**config.mk**
```make
export PLATFORM = sky130hd
export DESIGN_NAME = uart_8n1_with_fifos_top_flat
export DESIGN_NICKNAME = d
export VERILOG_FILES = /design/src/sv/uart8n1_pkg.sv /design/src/sv/uart8n1_channel_if.sv /design/src/sv/uart8n1_ram.sv /design/src/sv/uart_8n1_with_fifos_top.sv /design/src/flat_wrapper.sv
export VERILOG_INCLUDE_DIRS = /design/src /design/src/sv
export SDC_FILE = /design/constraint.sdc
export NUM_CORES = 1
export LEC_CHECK = 0
export BUFFER_PORTS_ARGS = -buffer_cell sky130_fd_sc_hd__buf_4
export CORE_MARGIN = 4
export CORE_UTILIZATION = 30
export DETAILED_ROUTE_END_ITERATION = 16
export PLACE_DENSITY = 0.41
export SLEW_MARGIN = 20
export SYNTH_ARGS = -nofsm -noshare
export SYNTH_HDL_FRONTEND = slang
export SYNTH_HIERARCHICAL = 1
export SYNTH_SLANG_ARGS = --single-unit
```
**constraint.sdc**
```tcl
create_clock -name clock -period 5.1 [get_ports clock]
set_input_delay 0.255 -clock clock [delete_from_list [all_inputs] [get_ports clock]]
set_output_delay 0.255 -clock clock [all_outputs]
set_load 0.05 [all_outputs]
```
**src/sv/uart_8n1_with_fifos_top_defines.svh**
```systemverilog
// Assertion helpers shared by the UART block.
`ifndef UART_8N1_WITH_FIFOS_TOP_DEFINES_SVH
`define UART_8N1_WITH_FIFOS_TOP_DEFINES_SVH

// Same-cycle implication, off while reset is high.
`define ASSERT_IMPL(label, clk, rst, ante, cons) \
   label: assert property (@(posedge clk) disable iff (rst) (ante) |-> (cons)) \
      else $error("%m: check failed");

// Next-cycle implication, off while reset is high.
`define ASSERT_NEXT(label, clk, rst, ante, cons) \
   label: assert property (@(posedge clk) disable iff (rst) (ante) |=> (cons)) \
      else $error("%m: check failed");

`endif

```
**src/sv/uart8n1_pkg.sv**
```systemverilog
package uart8n1_pkg;

   // FIFO geometry
   localparam int FIFO_DEPTH = 64;
   localparam int PTR_W      = $clog2(FIFO_DEPTH);
   localparam int DATA_W     = 8;
   localparam logic [PTR_W:0] DEPTH_EXT = (PTR_W + 1)'(FIFO_DEPTH);

   // Frame bit positions
   localparam int BIT_IDX_W = 4;
   localparam logic [BIT_IDX_W-1:0] FRAME_LAST_DATA = 4'd8;
   localparam logic [BIT_IDX_W-1:0] FRAME_STOP      = 4'd9;
   localparam logic [BIT_IDX_W-1:0] FRAME_END       = 4'd10;

   // Receive occupancy report
   localparam int COUNT_W = 6;
   localparam logic [COUNT_W-1:0] COUNT_MAX = '1;

   typedef enum logic [1:0] {
      OP_TICK  = 2'd0,
      OP_EDGE  = 2'd1,
      OP_WRITE = 2'd2,
      OP_READ  = 2'd3
   } op_type;

   typedef struct packed {
      op_type              op;
      logic                rx_level;
      logic [DATA_W-1:0]   write_data;
   } req_type;

   typedef struct packed {
      logic                tx_level;
      logic [DATA_W-1:0]   read_data;
      logic                read_valid;
      logic                write_accepted;
      logic [COUNT_W-1:0]  rx_count;
      logic                tx_active;
      logic                rx_active;
   } rsp_type;

   // Advance a ring pointer, wrapping at the FIFO depth
   function automatic logic [PTR_W-1:0] ptr_next(input logic [PTR_W-1:0] p);
      logic [PTR_W:0] s;
      s = {1'b0, p} + 1'b1;
      ptr_next = (s >= DEPTH_EXT) ? '0 : s[PTR_W-1:0];
   endfunction

endpackage

```
**src/sv/uart8n1_channel_if.sv**
```systemverilog
interface uart8n1_req_if;
   import uart8n1_pkg::*;

   logic    valid;
   logic    ready;
   req_type data;

   modport source (output valid, output data, input ready);
   modport sink   (input valid, input data, output ready);
endinterface

interface uart8n1_rsp_if;
   import uart8n1_pkg::*;

   logic    valid;
   logic    ready;
   rsp_type data;

   modport source (output valid, output data, input ready);
   modport sink   (input valid, input data, output ready);
endinterface

```
**src/sv/uart8n1_ram.sv**
```systemverilog
module uart8n1_ram #(
   parameter int WIDTH = 8,
   parameter int DEPTH = 64
) (
   input  logic                     clock,
   input  logic                     we,
   input  logic [$clog2(DEPTH)-1:0] waddr,
   input  logic [WIDTH-1:0]         wdata,
   input  logic                     re,
   input  logic [$clog2(DEPTH)-1:0] raddr,
   output logic [WIDTH-1:0]         rdata
);

   logic [WIDTH-1:0] mem_ff [DEPTH];
   logic [WIDTH-1:0] rdata_ff;

   // Write port and registered read port
   always_ff @(posedge clock) begin
      if (we) begin
         mem_ff[waddr] <= wdata;
      end
      if (re) begin
         rdata_ff <= mem_ff[raddr];
      end
   end

   assign rdata = rdata_ff;

endmodule

```
**src/sv/uart_8n1_with_fifos_top.sv**
```systemverilog
// An accepted word's result is registered in the result stage once that is free.
// Throughput: one word per cycle while not stalled; each word is one pointer/shift
// update, and each FIFO RAM uses its single read port at most once per word.
// Reset (synchronous, active high) clears pointers, counters and flags and drives
// the transmit line high; FIFO RAM contents are not cleared and need no sweep.
`include "uart_8n1_with_fifos_top_defines.svh"

module uart_8n1_with_fifos_top (
   input  logic          clock,
   input  logic          reset,
   uart8n1_req_if.sink   req_bus,
   uart8n1_rsp_if.source rsp_bus
);
   import uart8n1_pkg::*;

   // Input stage
   req_type            in_ff;
   logic               in_valid_ff, in_valid_in;
   logic               req_accept;
   logic               advance;

   // FIFO pointers
   logic [PTR_W-1:0]   tx_w_ff, tx_w_in, tx_r_ff, tx_r_in;
   logic [PTR_W-1:0]   rx_w_ff, rx_w_in, rx_r_ff, rx_r_in;
   logic [PTR_W-1:0]   tx_w_next, tx_r_next, rx_w_next, rx_r_next;

   // Transmitter
   logic [DATA_W-1:0]    tx_shift_ff, tx_shift_in, tx_shift_eff;
   logic                 tx_fetch_ff, tx_fetch_in;
   logic [BIT_IDX_W-1:0] tx_idx_ff, tx_idx_in;
   logic                 tx_busy_ff, tx_busy_in;
   logic                 line_ff, line_in;
   logic                 tx_avail;
   logic                 tx_load_go, tx_load_bypass;
   logic [2:0]           tx_sel;

   // Receiver
   logic [DATA_W-1:0]    rx_shift_ff, rx_shift_in;
   logic [BIT_IDX_W-1:0] rx_idx_ff, rx_idx_in;
   logic                 rx_busy_ff, rx_busy_in;
   logic [2:0]           rx_sel;

   // RAM ports
   logic                 tx_we, tx_re, rx_we, rx_re;
   logic [DATA_W-1:0]    tx_rdata, rx_rdata;

   // Result stage
   logic                 rsp_valid_ff, rsp_valid_in;
   logic                 rvalid_ff, rvalid_in;
   logic                 waccept_ff, waccept_in;
   logic [COUNT_W-1:0]   count_ff, count_in;
   logic [PTR_W:0]       rx_occ;

   // Handshake: the input stage moves on whenever the result slot is free
   assign advance       = in_valid_ff && (!rsp_valid_ff || rsp_bus.ready);
   assign req_bus.ready = !reset && (!in_valid_ff || advance);
   assign req_accept    = req_bus.valid && req_bus.ready;

   assign in_valid_in  = req_accept ? 1'b1 : (advance ? 1'b0 : in_valid_ff);
   assign rsp_valid_in = advance ? 1'b1 : (rsp_bus.ready ? 1'b0 : rsp_valid_ff);

   assign tx_w_next = ptr_next(tx_w_ff);
   assign tx_r_next = ptr_next(tx_r_ff);
   assign rx_w_next = ptr_next(rx_w_ff);
   assign rx_r_next = ptr_next(rx_r_ff);
   assign tx_avail  = (tx_w_ff != tx_r_ff);

   // A byte fetched from the transmit RAM lands in the cycle after the load
   assign tx_shift_eff = tx_fetch_ff ? tx_rdata : tx_shift_ff;

   // Per-word state update
   always_comb begin
      tx_w_in        = tx_w_ff;
      tx_r_in        = tx_r_ff;
      rx_w_in        = rx_w_ff;
      rx_r_in        = rx_r_ff;
      tx_shift_in    = tx_shift_eff;
      tx_fetch_in    = 1'b0;
      tx_idx_in      = tx_idx_ff;
      tx_busy_in     = tx_busy_ff;
      line_in        = line_ff;
      rx_shift_in    = rx_shift_ff;
      rx_idx_in      = rx_idx_ff;
      rx_busy_in     = rx_busy_ff;
      tx_we          = 1'b0;
      tx_re          = 1'b0;
      rx_we          = 1'b0;
      rx_re          = 1'b0;
      rvalid_in      = 1'b0;
      waccept_in     = 1'b0;
      tx_load_go     = 1'b0;
      tx_load_bypass = 1'b0;
      tx_sel         = '0;
      rx_sel         = '0;

      if (advance) begin
         unique case (in_ff.op)
            OP_TICK: begin
               if (rx_busy_ff) begin
                  // Sample a data bit, or close the frame and push the byte if the FIFO has room
                  rx_idx_in = rx_idx_ff + 1'b1;
                  rx_sel    = 3'(rx_idx_in - 1'b1);
                  if (rx_idx_in >= 4'd1 && rx_idx_in <= FRAME_LAST_DATA) begin
                     rx_shift_in[rx_sel] = in_ff.rx_level;
                  end else if (rx_idx_in >= FRAME_END) begin
                     rx_busy_in = 1'b0;
                     rx_idx_in  = '0;
                     if (rx_w_next != rx_r_ff) begin
                        rx_we   = 1'b1;
                        rx_w_in = rx_w_next;
                     end
                  end
               end else if (tx_busy_ff) begin
                  // Drive start, data or stop; reload at frame end
                  tx_idx_in = tx_idx_ff + 1'b1;
                  tx_sel    = 3'(tx_idx_ff - 1'b1);
                  priority if (tx_idx_ff == '0) begin
                     line_in = 1'b0;
                  end else if (tx_idx_ff <= FRAME_LAST_DATA) begin
                     line_in = tx_shift_eff[tx_sel];
                  end else if (tx_idx_ff == FRAME_STOP) begin
                     line_in = 1'b1;
                  end else if (tx_idx_ff == FRAME_END) begin
                     tx_busy_in = 1'b0;
                     tx_load_go = tx_avail;
                  end
               end else begin
                  tx_load_go = tx_avail;
               end
            end
            OP_EDGE: begin
               if (!rx_busy_ff) begin
                  rx_busy_in  = 1'b1;
                  rx_idx_in   = '0;
                  rx_shift_in = '0;
               end
            end
            OP_WRITE: begin
               if (tx_w_next != tx_r_ff) begin
                  tx_we      = 1'b1;
                  tx_w_in    = tx_w_next;
                  waccept_in = 1'b1;
               end
               // An empty FIFO hands the new byte straight to the shifter
               if (!tx_busy_ff && (tx_avail || waccept_in)) begin
                  tx_load_go     = 1'b1;
                  tx_load_bypass = !tx_avail;
               end
            end
            OP_READ: begin
               if (rx_w_ff != rx_r_ff) begin
                  rx_re     = 1'b1;
                  rx_r_in   = rx_r_next;
                  rvalid_in = 1'b1;
               end
            end
         endcase

         // Load the next queued byte into the transmitter
         if (tx_load_go) begin
            tx_idx_in  = '0;
            tx_busy_in = 1'b1;
            tx_r_in    = tx_r_next;
            if (tx_load_bypass) begin
               tx_shift_in = in_ff.write_data;
            end else begin
               tx_re       = 1'b1;
               tx_fetch_in = 1'b1;
            end
         end
      end
   end

   // Receive occupancy after the word, saturated to the report width
   always_comb begin
      if (rx_w_in >= rx_r_in) begin
         rx_occ = {1'b0, rx_w_in} - {1'b0, rx_r_in};
      end else begin
         rx_occ = {1'b0, rx_w_in} + DEPTH_EXT - {1'b0, rx_r_in};
      end
      if (32'(rx_occ) > 32'(COUNT_MAX)) begin
         count_in = COUNT_MAX;
      end else begin
         count_in = COUNT_W'(rx_occ);
      end
   end

   // Control registers
   always_ff @(posedge clock) begin
      if (reset) begin
         in_valid_ff  <= 1'b0;
         rsp_valid_ff <= 1'b0;
         tx_w_ff      <= '0;
         tx_r_ff      <= '0;
         rx_w_ff      <= '0;
         rx_r_ff      <= '0;
         tx_fetch_ff  <= 1'b0;
         tx_idx_ff    <= '0;
         tx_busy_ff   <= 1'b0;
         line_ff      <= 1'b1;
         rx_idx_ff    <= '0;
         rx_busy_ff   <= 1'b0;
      end else begin
         in_valid_ff  <= in_valid_in;
         rsp_valid_ff <= rsp_valid_in;
         tx_w_ff      <= tx_w_in;
         tx_r_ff      <= tx_r_in;
         rx_w_ff      <= rx_w_in;
         rx_r_ff      <= rx_r_in;
         tx_fetch_ff  <= tx_fetch_in;
         tx_idx_ff    <= tx_idx_in;
         tx_busy_ff   <= tx_busy_in;
         line_ff      <= line_in;
         rx_idx_ff    <= rx_idx_in;
         rx_busy_ff   <= rx_busy_in;
      end
   end

   // Payload registers
   always_ff @(posedge clock) begin
      if (req_accept) begin
         in_ff <= req_bus.data;
      end
      if (advance) begin
         rvalid_ff  <= rvalid_in;
         waccept_ff <= waccept_in;
         count_ff   <= count_in;
      end
      tx_shift_ff <= tx_shift_in;
      rx_shift_ff <= rx_shift_in;
   end

   // FIFO storage
   uart8n1_ram #(
      .WIDTH (DATA_W),
      .DEPTH (FIFO_DEPTH)
   ) u_tx_ram (
      .clock (clock),
      .we    (tx_we),
      .waddr (tx_w_ff),
      .wdata (in_ff.write_data),
      .re    (tx_re),
      .raddr (tx_r_ff),
      .rdata (tx_rdata)
   );

   uart8n1_ram #(
      .WIDTH (DATA_W),
      .DEPTH (FIFO_DEPTH)
   ) u_rx_ram (
      .clock (clock),
      .we    (rx_we),
      .waddr (rx_w_ff),
      .wdata (rx_shift_ff),
      .re    (rx_re),
      .raddr (rx_r_ff),
      .rdata (rx_rdata)
   );

   // Result word; the popped byte comes straight from the RAM's read register
   assign rsp_bus.valid               = rsp_valid_ff;
   assign rsp_bus.data.tx_level       = line_ff;
   assign rsp_bus.data.read_data      = rvalid_ff ? rx_rdata : '0;
   assign rsp_bus.data.read_valid     = rvalid_ff;
   assign rsp_bus.data.write_accepted = waccept_ff;
   assign rsp_bus.data.rx_count       = count_ff;
   assign rsp_bus.data.tx_active      = tx_busy_ff;
   assign rsp_bus.data.rx_active      = rx_busy_ff;

   `ASSERT_IMPL(a_fetch_while_busy, clock, reset, tx_fetch_ff, tx_busy_ff)
   `ASSERT_IMPL(a_rsp_one_kind, clock, reset, rsp_valid_ff, !(rvalid_ff && waccept_ff))
   `ASSERT_IMPL(a_rx_idx_range, clock, reset, rx_busy_ff, rx_idx_ff < FRAME_END)
   `ASSERT_IMPL(a_tx_idx_range, clock, reset, tx_busy_ff, tx_idx_ff <= FRAME_END)
   `ASSERT_NEXT(a_in_hold, clock, reset, in_valid_ff && !advance, in_valid_ff && $stable(in_ff))

endmodule
```
**src/flat_wrapper.sv**
```systemverilog
// flat-port wrapper written by rule: the top's interface ports become plain ports
module uart_8n1_with_fifos_top_flat import uart8n1_pkg::*;
  (clock, reset, req_bus_valid, req_bus_data, req_bus_ready, rsp_bus_valid, rsp_bus_data, rsp_bus_ready);
  uart8n1_req_if req_bus_i ();
  uart8n1_rsp_if rsp_bus_i ();
  input  logic clock;
  input  logic reset;
  input wire logic [$bits(req_bus_i.valid)-1:0] req_bus_valid;
  input wire logic [$bits(req_bus_i.data)-1:0] req_bus_data;
  output wire logic [$bits(req_bus_i.ready)-1:0] req_bus_ready;
  output wire logic [$bits(rsp_bus_i.valid)-1:0] rsp_bus_valid;
  output wire logic [$bits(rsp_bus_i.data)-1:0] rsp_bus_data;
  input wire logic [$bits(rsp_bus_i.ready)-1:0] rsp_bus_ready;
  assign req_bus_i.valid = req_bus_valid;
  assign req_bus_i.data = req_bus_data;
  assign req_bus_ready = req_bus_i.ready;
  assign rsp_bus_valid = rsp_bus_i.valid;
  assign rsp_bus_data = rsp_bus_i.data;
  assign rsp_bus_i.ready = rsp_bus_ready;
  uart_8n1_with_fifos_top u_core (.clock(clock), .reset(reset), .req_bus(req_bus_i), .rsp_bus(rsp_bus_i));
endmodule
```
Word-level counts from Yosys, hierarchy flattened
Memory sizes are Yosys's and may differ from the RTL's. A register that Yosys moved wholly into a read port is not among the register bits.
Index checks and enable logic that the tools add are counted.
{"block": "word_totals", "ram_bits": 1024, "inputBits": 15, "word_cells": 179, "out_inout_bits": 21, "ff_bits": 73, "mem_count": 2}
{"name": "u_core.u_rx_ram.mem_ff", "depth": 64, "width": 8, "read_ports": 1, "rd_ports_with_merged_regs": 1, "wr": 1, "line": "uart8n1_ram.sv:14", "text": "logic [WIDTH-1:0] mem_ff [DEPTH];"}
{"name": "u_core.u_tx_ram.mem_ff", "depth": 64, "width": 8, "read_ports": 1, "rd_ports_with_merged_regs": 1, "wr": 1, "line": "uart8n1_ram.sv:14"}
{"block": "classes", "n_lt_le_gt_ge": 13, "addsub": 11, "muxes": 89, "n_eq_ne": 13, "reduce_logical": 30, "bitwise_logic": 1}
{"op": "6-bit 2-to-1 mux", "n": 13}
{"op": "8-bit 2-to-1 mux", "n": 8}
{"op": "1-bit 2-to-1 mux", "n": 52}
{"op": "4-bit 2-to-1 mux", "n": 8}
{"op": "6-bit by 1-bit adder with 7-bit output, second input constant", "n": 4}
{"op": "7-bit greater-or-equal comparator, second input constant", "n": 4}
{"op": "6-bit inequality test", "n": 4}
{"op": "8-bit one-hot mux with 2 select lines", "n": 1}
{"op": "5-bit AND reduction", "n": 2}
{"op": "2-bit nonzero test", "n": 5}
{"op": "4-bit by 1-bit adder with 4-bit output, second input constant", "n": 2}
{"op": "8-bit bitwise mux", "n": 1}
{"op": "4-bit == test, second input constant", "n": 2}
{"op": "4-bit less-or-equal comparator, second input constant", "n": 2}
{"op": "3-bit by 4-bit less-than comparator with 1-bit output, second input constant", "n": 2}
{"op": "4-bit one-hot mux with 2 select lines", "n": 1}
{"op": "4-bit AND reduction", "n": 2}
{"op": "6-bit by 7-bit adder with 7-bit output, second input constant", "n": 1}
{"op": "7-bit by 6-bit greater-than comparator with 1-bit output, second input constant", "n": 1}
{"op": "7-bit 2-to-1 mux", "n": 1}
{"op": "6-bit by 6-bit subtractor with 7-bit output", "n": 1}
{"op": "7-bit by 6-bit subtractor with 7-bit output", "n": 1}
{"op": "6-bit greater-or-equal comparator", "n": 1}
{"op": "1-bit logical AND", "n": 6}
{"op": "19 further kinds", "n": 32}

Longest topological paths before layout
{"block": "logic_depth", "depth_word": 15, "mapped_depth": 18, "depth_no_buf": 16}

Cells and area by module
The synthesis kept the hierarchy.
{"module": "uart8n1_ram at u_core.u_rx_ram", "cells_per_inst": 972, "instances": 1, "seq_area_each_um2": 15615.0, "area_per_inst_um2": 20270.7}
{"module": "uart8n1_ram at u_core.u_tx_ram", "cells_per_inst": 940, "instances": 1, "seq_area_each_um2": 15615.0, "area_per_inst_um2": 20246.9}
{"module": "uart_8n1_with_fifos_top", "cells_per_inst": 482, "instances": 1, "seq_area_each_um2": 1731.7, "area_per_inst_um2": 4440.5}

Worst setup path before layout
No wires, ideal clock.
{"block": "synth_path", "kind": "reg2reg", "startpoint": "register u_core.rx_idx_ff[0]", "endpoint": "register u_core.count_ff[2], data pin", "t_arrival_ns": 3.760, "stages_incl_launch_ff": 19, "path_buffers": 2, "setup_time_ns": 0.281, "t_required_ns": 4.819, "slack_ns": 1.058, "synth_period_minus_slack_ns": 4.042, "path_cell_list": "dfxtp_1 > clkbuf_1 > inv_1 > ha_1 > inv_1 > o21ai_0 > nand4_1 > a41oi_1 > buf_2 > mux2i_1 > inv_1 > ha_1 > nor2b_1 > o21ai_0 > a21boi_0 > o21ai_0 > a211oi_1 > o21ai_0 > o21ai_0"}
{"block": "synth_via", "elab_chain_len": 11, "word_cells_on_any_way": 16}
{"element": "from (decl)", "line": "uart_8n1_with_fifos_top.sv:39", "text": "logic [BIT_IDX_W-1:0] rx_idx_ff, rx_idx_in;"}
{"element": "from (signal assigned)", "line": "uart_8n1_with_fifos_top.sv:214", "text": "rx_idx_ff <= rx_idx_in;"}
{"element": "4-bit by 1-bit adder with 4-bit output *", "line": "uart_8n1_with_fifos_top.sv:101", "text": "rx_idx_in = rx_idx_ff + 1'b1;"}
{"element": "4-bit greater-or-equal comparator, or another cell as far along", "line": "uart_8n1_with_fifos_top.sv:105", "text": "end else if (rx_idx_in >= FRAME_END) begin"}
{"element": "6-bit 2-to-1 mux or 1-bit logical AND (tied branches)", "line": "uart_8n1_with_fifos_top.sv:105, uart_8n1_with_fifos_top.sv:103"}
{"element": "6-bit 2-to-1 mux *", "line": "uart_8n1_with_fifos_top.sv:103", "text": "if (rx_idx_in >= 4'd1 && rx_idx_in <= FRAME_LAST_DATA) begin"}
{"element": "6-bit 2-to-1 mux *", "line": "uart_8n1_with_fifos_top.sv:99", "text": "if (rx_busy_ff) begin"}
{"element": "6-bit 2-to-1 mux *", "line": "uart_8n1_with_fifos_top.sv:97", "text": "unique case (in_ff.op)"}
{"element": "6-bit 2-to-1 mux *", "line": "uart_8n1_with_fifos_top.sv:96", "text": "if (advance) begin"}
{"element": "via u_core.rx_w_in[1]", "line": "uart_8n1_with_fifos_top.sv:24", "text": "logic [PTR_W-1:0] rx_w_ff, rx_w_in, rx_r_ff, rx_r_in;"}
{"element": "6-bit by 7-bit adder with 7-bit output", "line": "uart_8n1_with_fifos_top.sv:179", "text": "rx_occ = {1'b0, rx_w_in} + DEPTH_EXT - {1'b0, rx_r_in};"}
{"element": "7-bit by 6-bit subtractor with 7-bit output", "line": "uart_8n1_with_fifos_top.sv:179"}
{"element": "7-bit 2-to-1 mux *", "line": "uart_8n1_with_fifos_top.sv:176", "text": "if (rx_w_in >= rx_r_in) begin"}
{"element": "7-bit by 6-bit greater-than comparator with 1-bit output", "line": "uart_8n1_with_fifos_top.sv:181", "text": "if (32'(rx_occ) > 32'(COUNT_MAX)) begin"}
{"element": "to (signal assigned)", "line": "uart_8n1_with_fifos_top.sv:227", "text": "count_ff <= count_in;"}
{"element": "to (decl)", "line": "uart_8n1_with_fifos_top.sv:51", "text": "logic [COUNT_W-1:0] count_ff, count_in;"}
The timed path passes the listed nets; every way through them passes the cells marked *.
A chain may end at the register's enable or synchronous reset.

Worst setup path after layout
{"block": "layout_path", "startpoint": "register u_core.rx_idx_ff[0]", "endpoint": "register u_core.count_ff[3], data pin"}
{"block": "layout_via", "elab_chain_len": 11, "word_cells_on_any_way": 16}
{"element": "4-bit by 1-bit adder with 4-bit output *", "line": "uart_8n1_with_fifos_top.sv:101"}
{"element": "4-bit greater-or-equal comparator, or another cell as far along", "line": "uart_8n1_with_fifos_top.sv:105"}
{"element": "6-bit 2-to-1 mux or 1-bit logical AND (tied branches)", "line": "uart_8n1_with_fifos_top.sv:105, uart_8n1_with_fifos_top.sv:103"}
{"element": "6-bit 2-to-1 mux *", "line": "uart_8n1_with_fifos_top.sv:103"}
{"element": "6-bit 2-to-1 mux *", "line": "uart_8n1_with_fifos_top.sv:99"}
{"element": "6-bit 2-to-1 mux *", "line": "uart_8n1_with_fifos_top.sv:97"}
{"element": "6-bit 2-to-1 mux *", "line": "uart_8n1_with_fifos_top.sv:96"}
{"element": "6-bit by 7-bit adder with 7-bit output", "line": "uart_8n1_with_fifos_top.sv:179"}
{"element": "7-bit by 6-bit subtractor with 7-bit output", "line": "uart_8n1_with_fifos_top.sv:179"}
{"element": "7-bit 2-to-1 mux *", "line": "uart_8n1_with_fifos_top.sv:176"}
{"element": "7-bit by 6-bit greater-than comparator with 1-bit output", "line": "uart_8n1_with_fifos_top.sv:181"}
Mark *: on every way between the ends. The rest lies on a longest branch, timed or not.

==> results.md <==
* Max-slew violation count at 0
* Max Buffers Root-to-Sink at 3
* Critical Path AT at 4910 ps
* Max rail drop VDD at 0.286 mV
* PnR Total Power at 19.6 mW
* Worst Path Required at 5560 ps
* Avg WL per Cell at 25.5 µm
* Routed length on met1 at 52.0 mm
* Largest delay share family, worst path: compound AO/OA/AOI/OAI gates
* Series of cell instances along the critical path: inv_1, ha_1, inv_1, o21ai_0, nand4_1, a41oi_1, buf_4, mux2i_1, ha_1, fa_1, nor2b_1, o21ai_0, nand2b_1, and2_1, and4b_1, o21ai_1, o21ai_0
* Total area of sequential cells at 33000 µm²
* CTS H-tree depth at 3
* Final setup violation count at 0
* Number of cells on the worst hold path at 2
* Overall overflow remaining after global route at 0
* Highest achievable clock rate at 225 MHz
* Post-DP HPWL at approximately 73 mm
* Register bit count reported by yosys at 1113
* Unrepaired setup endpoints after global routing: no
* Die area at around 160000 µm²
* Count of nets after finishing at approximately 2.6k
* Setup crit end kind: flip-flop
* Number of instances in the synthesized netlist at approximately 2.4k
* TritonCTS clock tree: built
* Chip width at ~400 µm
* PwrDens at 375 nW/µm²
* Clock slew at the register clock pins of the worst setup and hold paths at 60 ps
* Final RePlAce weighted congestion at 0.765
* Kind of path behind the tightest hold check: in -> reg
* Vias/cell at about 4.9
* Most used flip-flop cell after synthesis: sky130_fd_sc_hd__edfxtp_1
* Final period demand of the worst path at about 4400 ps
* Top layer reached by signal wires: met4
* Iteration-0 DRC count of the detailed router at between 1.5k and 2k
* Crit-path max cell delay at 520 ps
* Number of detailed-route iterations in the first pass at 5
* Initial antenna violation count at 2
* Most common cell after layout, fill and taps aside: sky130_fd_sc_hd__edfxtp_1
* Number of clock sinks seen by CTS at 1113
* Row count at 141
* Synth cell types at 76
* Buffers plus inverters on the worst setup path at 3
* Worst slew margin relative to its limit at 0.227
* Warnings, synthesis at 6
* Worst-Margin Slew at 1150 ps
* Count of nets left with antenna violations after detail routing at 0
* Met3 routed WL at 4.97 mm
* # DRC at 0
* Crit path kind: reg -> reg
* CP Max Fanout at 16
* Sum of met2 wire segment lengths after detailed routing at a little under 60 mm
* Number of cells on the critical path at 17
* Fraction of layout cells with a size suffix above 1 at 0.242
* Initial cell density of the core at 0.303
* Avg Cell Area, Syn at 18.8 µm²
* Cell seen most often among critical-path stages: sky130_fd_sc_hd__o21ai_0
* Wire length of the first global-routing pass at ~170 mm
* Most used cells in the layout excluding fill and tap cells: sky130_fd_sc_hd__edfxtp_1, sky130_fd_sc_hd__mux4_2, sky130_fd_sc_hd__nor2_1, sky130_fd_sc_hd__buf_4, sky130_fd_sc_hd__clkbuf_16
* Gr usage total at 0.150
* Max Clock Skew at 63.4 ps
* Clock root buffer master: sky130_fd_sc_hd__clkbuf_16
* Leakage dissipation at roughly 16 nW
* Post-synth net total at around 2.4k
* Worst hold slack at between 200 and 250 ps
* Vias after detailed routing at about 23k
* Outcome: complete, no violations
* Quantity of I/O buffers inserted on ports at 35
* Async set-or-reset flop fraction in the synthesized netlist at 0
* Slowest CP cell: sky130_fd_sc_hd__dfxtp_1
* Type of element launching the critical path: flip-flop
* Max-Cap Viols at 0
* Boundary pin count at 36
* Number of flops mapped to enable cells by yosys at 1067
* Total length of routed wires at 118 mm
* Fraction of the yosys area taken by sequential cells at 0.733
* Clk_lat worst skew at about 760 ps
* Fin Setup TNS at 0 ps
* Vias in the first global route at 23.7k
* Total clock buffers created by CTS at 121
* Netlist area before placement at 45000 µm²
* Area occupied by multi-input gates at 11100 µm²
* Logic depth of the worst register-to-register path at 17
* Post-synthesis to final-layout area growth at 16.0%
* Pin count of the biggest net entering global routing at just over 100
* Core area at between 100000 and 150000 µm²
* Share of the clock period used by the worst path after layout at 0.871
* DIE HEIGHT at 395 µm
* Final Hold Violating Endpoints at 0
* Fillers at 13.9k
-- cell families (layout without fill, tap and decap cells) --
group / after synthesis / after routing / synth area share
other: 0 / 2 / 0
flip-flops: 1113 / 1113 / 0.733
XOR/XNOR: 33 / 33 / 0.00643
AO/OA/AOI/OAI: 212 / 212 / 0.0341
multiplexers: 342 / 342 / 0.147
AND/OR/NAND/NOR: 512 / 512 / 0.0540
buffers and inverters: 163 / 410 / 0.0199
adder cells (fa/ha/maj): 19 / 19 / 0.00545
-- state kept, by name, summed over array words and instances (netlist names), 4 cells and up --
signal,count
u_core/u_rx_ram/mem_ff,512
u_core/u_tx_ram/mem_ff,512
u_core/in_ff,11
u_core/rx_shift_ff,8
u_core/tx_shift_ff,8
u_core/u_rx_ram/rdata,8
u_core/u_tx_ram/rdata,8
u_core/count_ff,6
u_core/rx_r_ff,6
u_core/rx_w_ff,6
u_core/tx_r_ff,6
u_core/tx_w_ff,6
u_core/rx_idx_ff,4
u_core/tx_idx_ff,4
-- what timing repair did --
action	4_1_cts	5_1_grt
hold buffers	17	0
buffers inserted	0	0
gates resized for setup	0	1
setup endpoints to repair	0	2
endpoints found under the hold margin	37	0
-- final cells by class --
cell class | instances | share of cell area
Tap cell | 2002 | 0.0480
Sequential cell | 1113 | 0.633
Clock inverter | 90 | 0.0201
Inverter | 20 | 0.00144
Clock buffer | 136 | 0.0596
Multi-Input combinational cell | 1118 | 0.213
Antenna cell | 2 | 0.0000960
Timing Repair Buffer | 164 | 0.0251
-- per-layer routing --
metal,vias up,GRT usage
met2,535,0.251
met1,12300,0.202
met4,0,0.0407
met5,-,0
li1,10000,-
met3,152,0.0246
-- worst register-to-register path, delay by kind of cell (launching register included) --
kind | cells | cell delay, ps
AO/OA/AOI/OAI | 5 | 1210
adder cells (fa/ha/maj) | 3 | 840
flip-flops | 1 | 520
multiplexers | 1 | 310
AND/OR/NAND/NOR | 5 | 750
buffers and inverters | 3 | 550
-- power breakdown --
group | internal [mW] | leakage (nW) | switching, mW
Sequential | 9.98 | 9.97 | 0.0289
Clock | 5.38 | 2.00 | 3.67
Combinational | 0.204 | 3.86 | 0.308
-- synthesized netlist by cell type (11+ instances only) --
cell	number	share of area
sky130_fd_sc_hd__buf_6	11	0.0028
sky130_fd_sc_hd__and2_1	15	0.0021
sky130_fd_sc_hd__buf_2	34	0.0038
sky130_fd_sc_hd__o221ai_1	15	0.0029
sky130_fd_sc_hd__dfxtp_1	46	0.020
sky130_fd_sc_hd__xnor2_1	19	0.0037
sky130_fd_sc_hd__clkbuf_1	58	0.0048
sky130_fd_sc_hd__nor2_1	224	0.019
sky130_fd_sc_hd__inv_1	18	0.0015
sky130_fd_sc_hd__ha_1	18	0.0050
sky130_fd_sc_hd__and3_1	11	0.0015
sky130_fd_sc_hd__o22ai_1	30	0.0042
sky130_fd_sc_hd__xor2_1	14	0.0027
sky130_fd_sc_hd__nor3_1	21	0.0023
sky130_fd_sc_hd__nand2_1	76	0.0063
sky130_fd_sc_hd__a221oi_1	12	0.0023
sky130_fd_sc_hd__nand3_1	47	0.0052
sky130_fd_sc_hd__buf_4	29	0.0048
sky130_fd_sc_hd__edfxtp_1	1067	0.71
sky130_fd_sc_hd__nand2b_1	23	0.0032
sky130_fd_sc_hd__mux4_2	251	0.13
sky130_fd_sc_hd__o21ai_0	32	0.0036
sky130_fd_sc_hd__a22oi_1	12	0.0020
sky130_fd_sc_hd__mux2_2	32	0.0080
sky130_fd_sc_hd__a21oi_1	26	0.0029
sky130_fd_sc_hd__nor2b_1	35	0.0049
sky130_fd_sc_hd__mux2i_1	59	0.013
-- path summary, 6_finish.rpt --
kind	to	slack, ps	from
setup / recovery	u_core/count_ff[3]$_SDFFCE_PN1P_	660	u_core/rx_idx_ff[0]$_SDFFE_PP0P_
hold / removal	u_core/in_ff[0]$_DFFE_PP_	240	req_bus_data[0]
setup reg to reg	u_core/count_ff[3]$_SDFFCE_PN1P_	660	u_core/rx_idx_ff[0]$_SDFFE_PP0P_
hold reg to reg	u_core/line_ff$_SDFFE_PP1P_	490	u_core/line_ff$_SDFFE_PP1P_
-- through the flow --
stage               worst slack [ps]  std cells  instance area, µm²  utilization
floorplan                       1060       2394               45000            -
global placement                 646       4400               47800        0.322
detailed placement               568       4400               47800        0.322
CTS                              505       4643               52100        0.351
global route                     208       4643               52100        0.351
finish                           657       4645               52100        0.351
No activity file was read; power rests on OpenSTA's default activity.
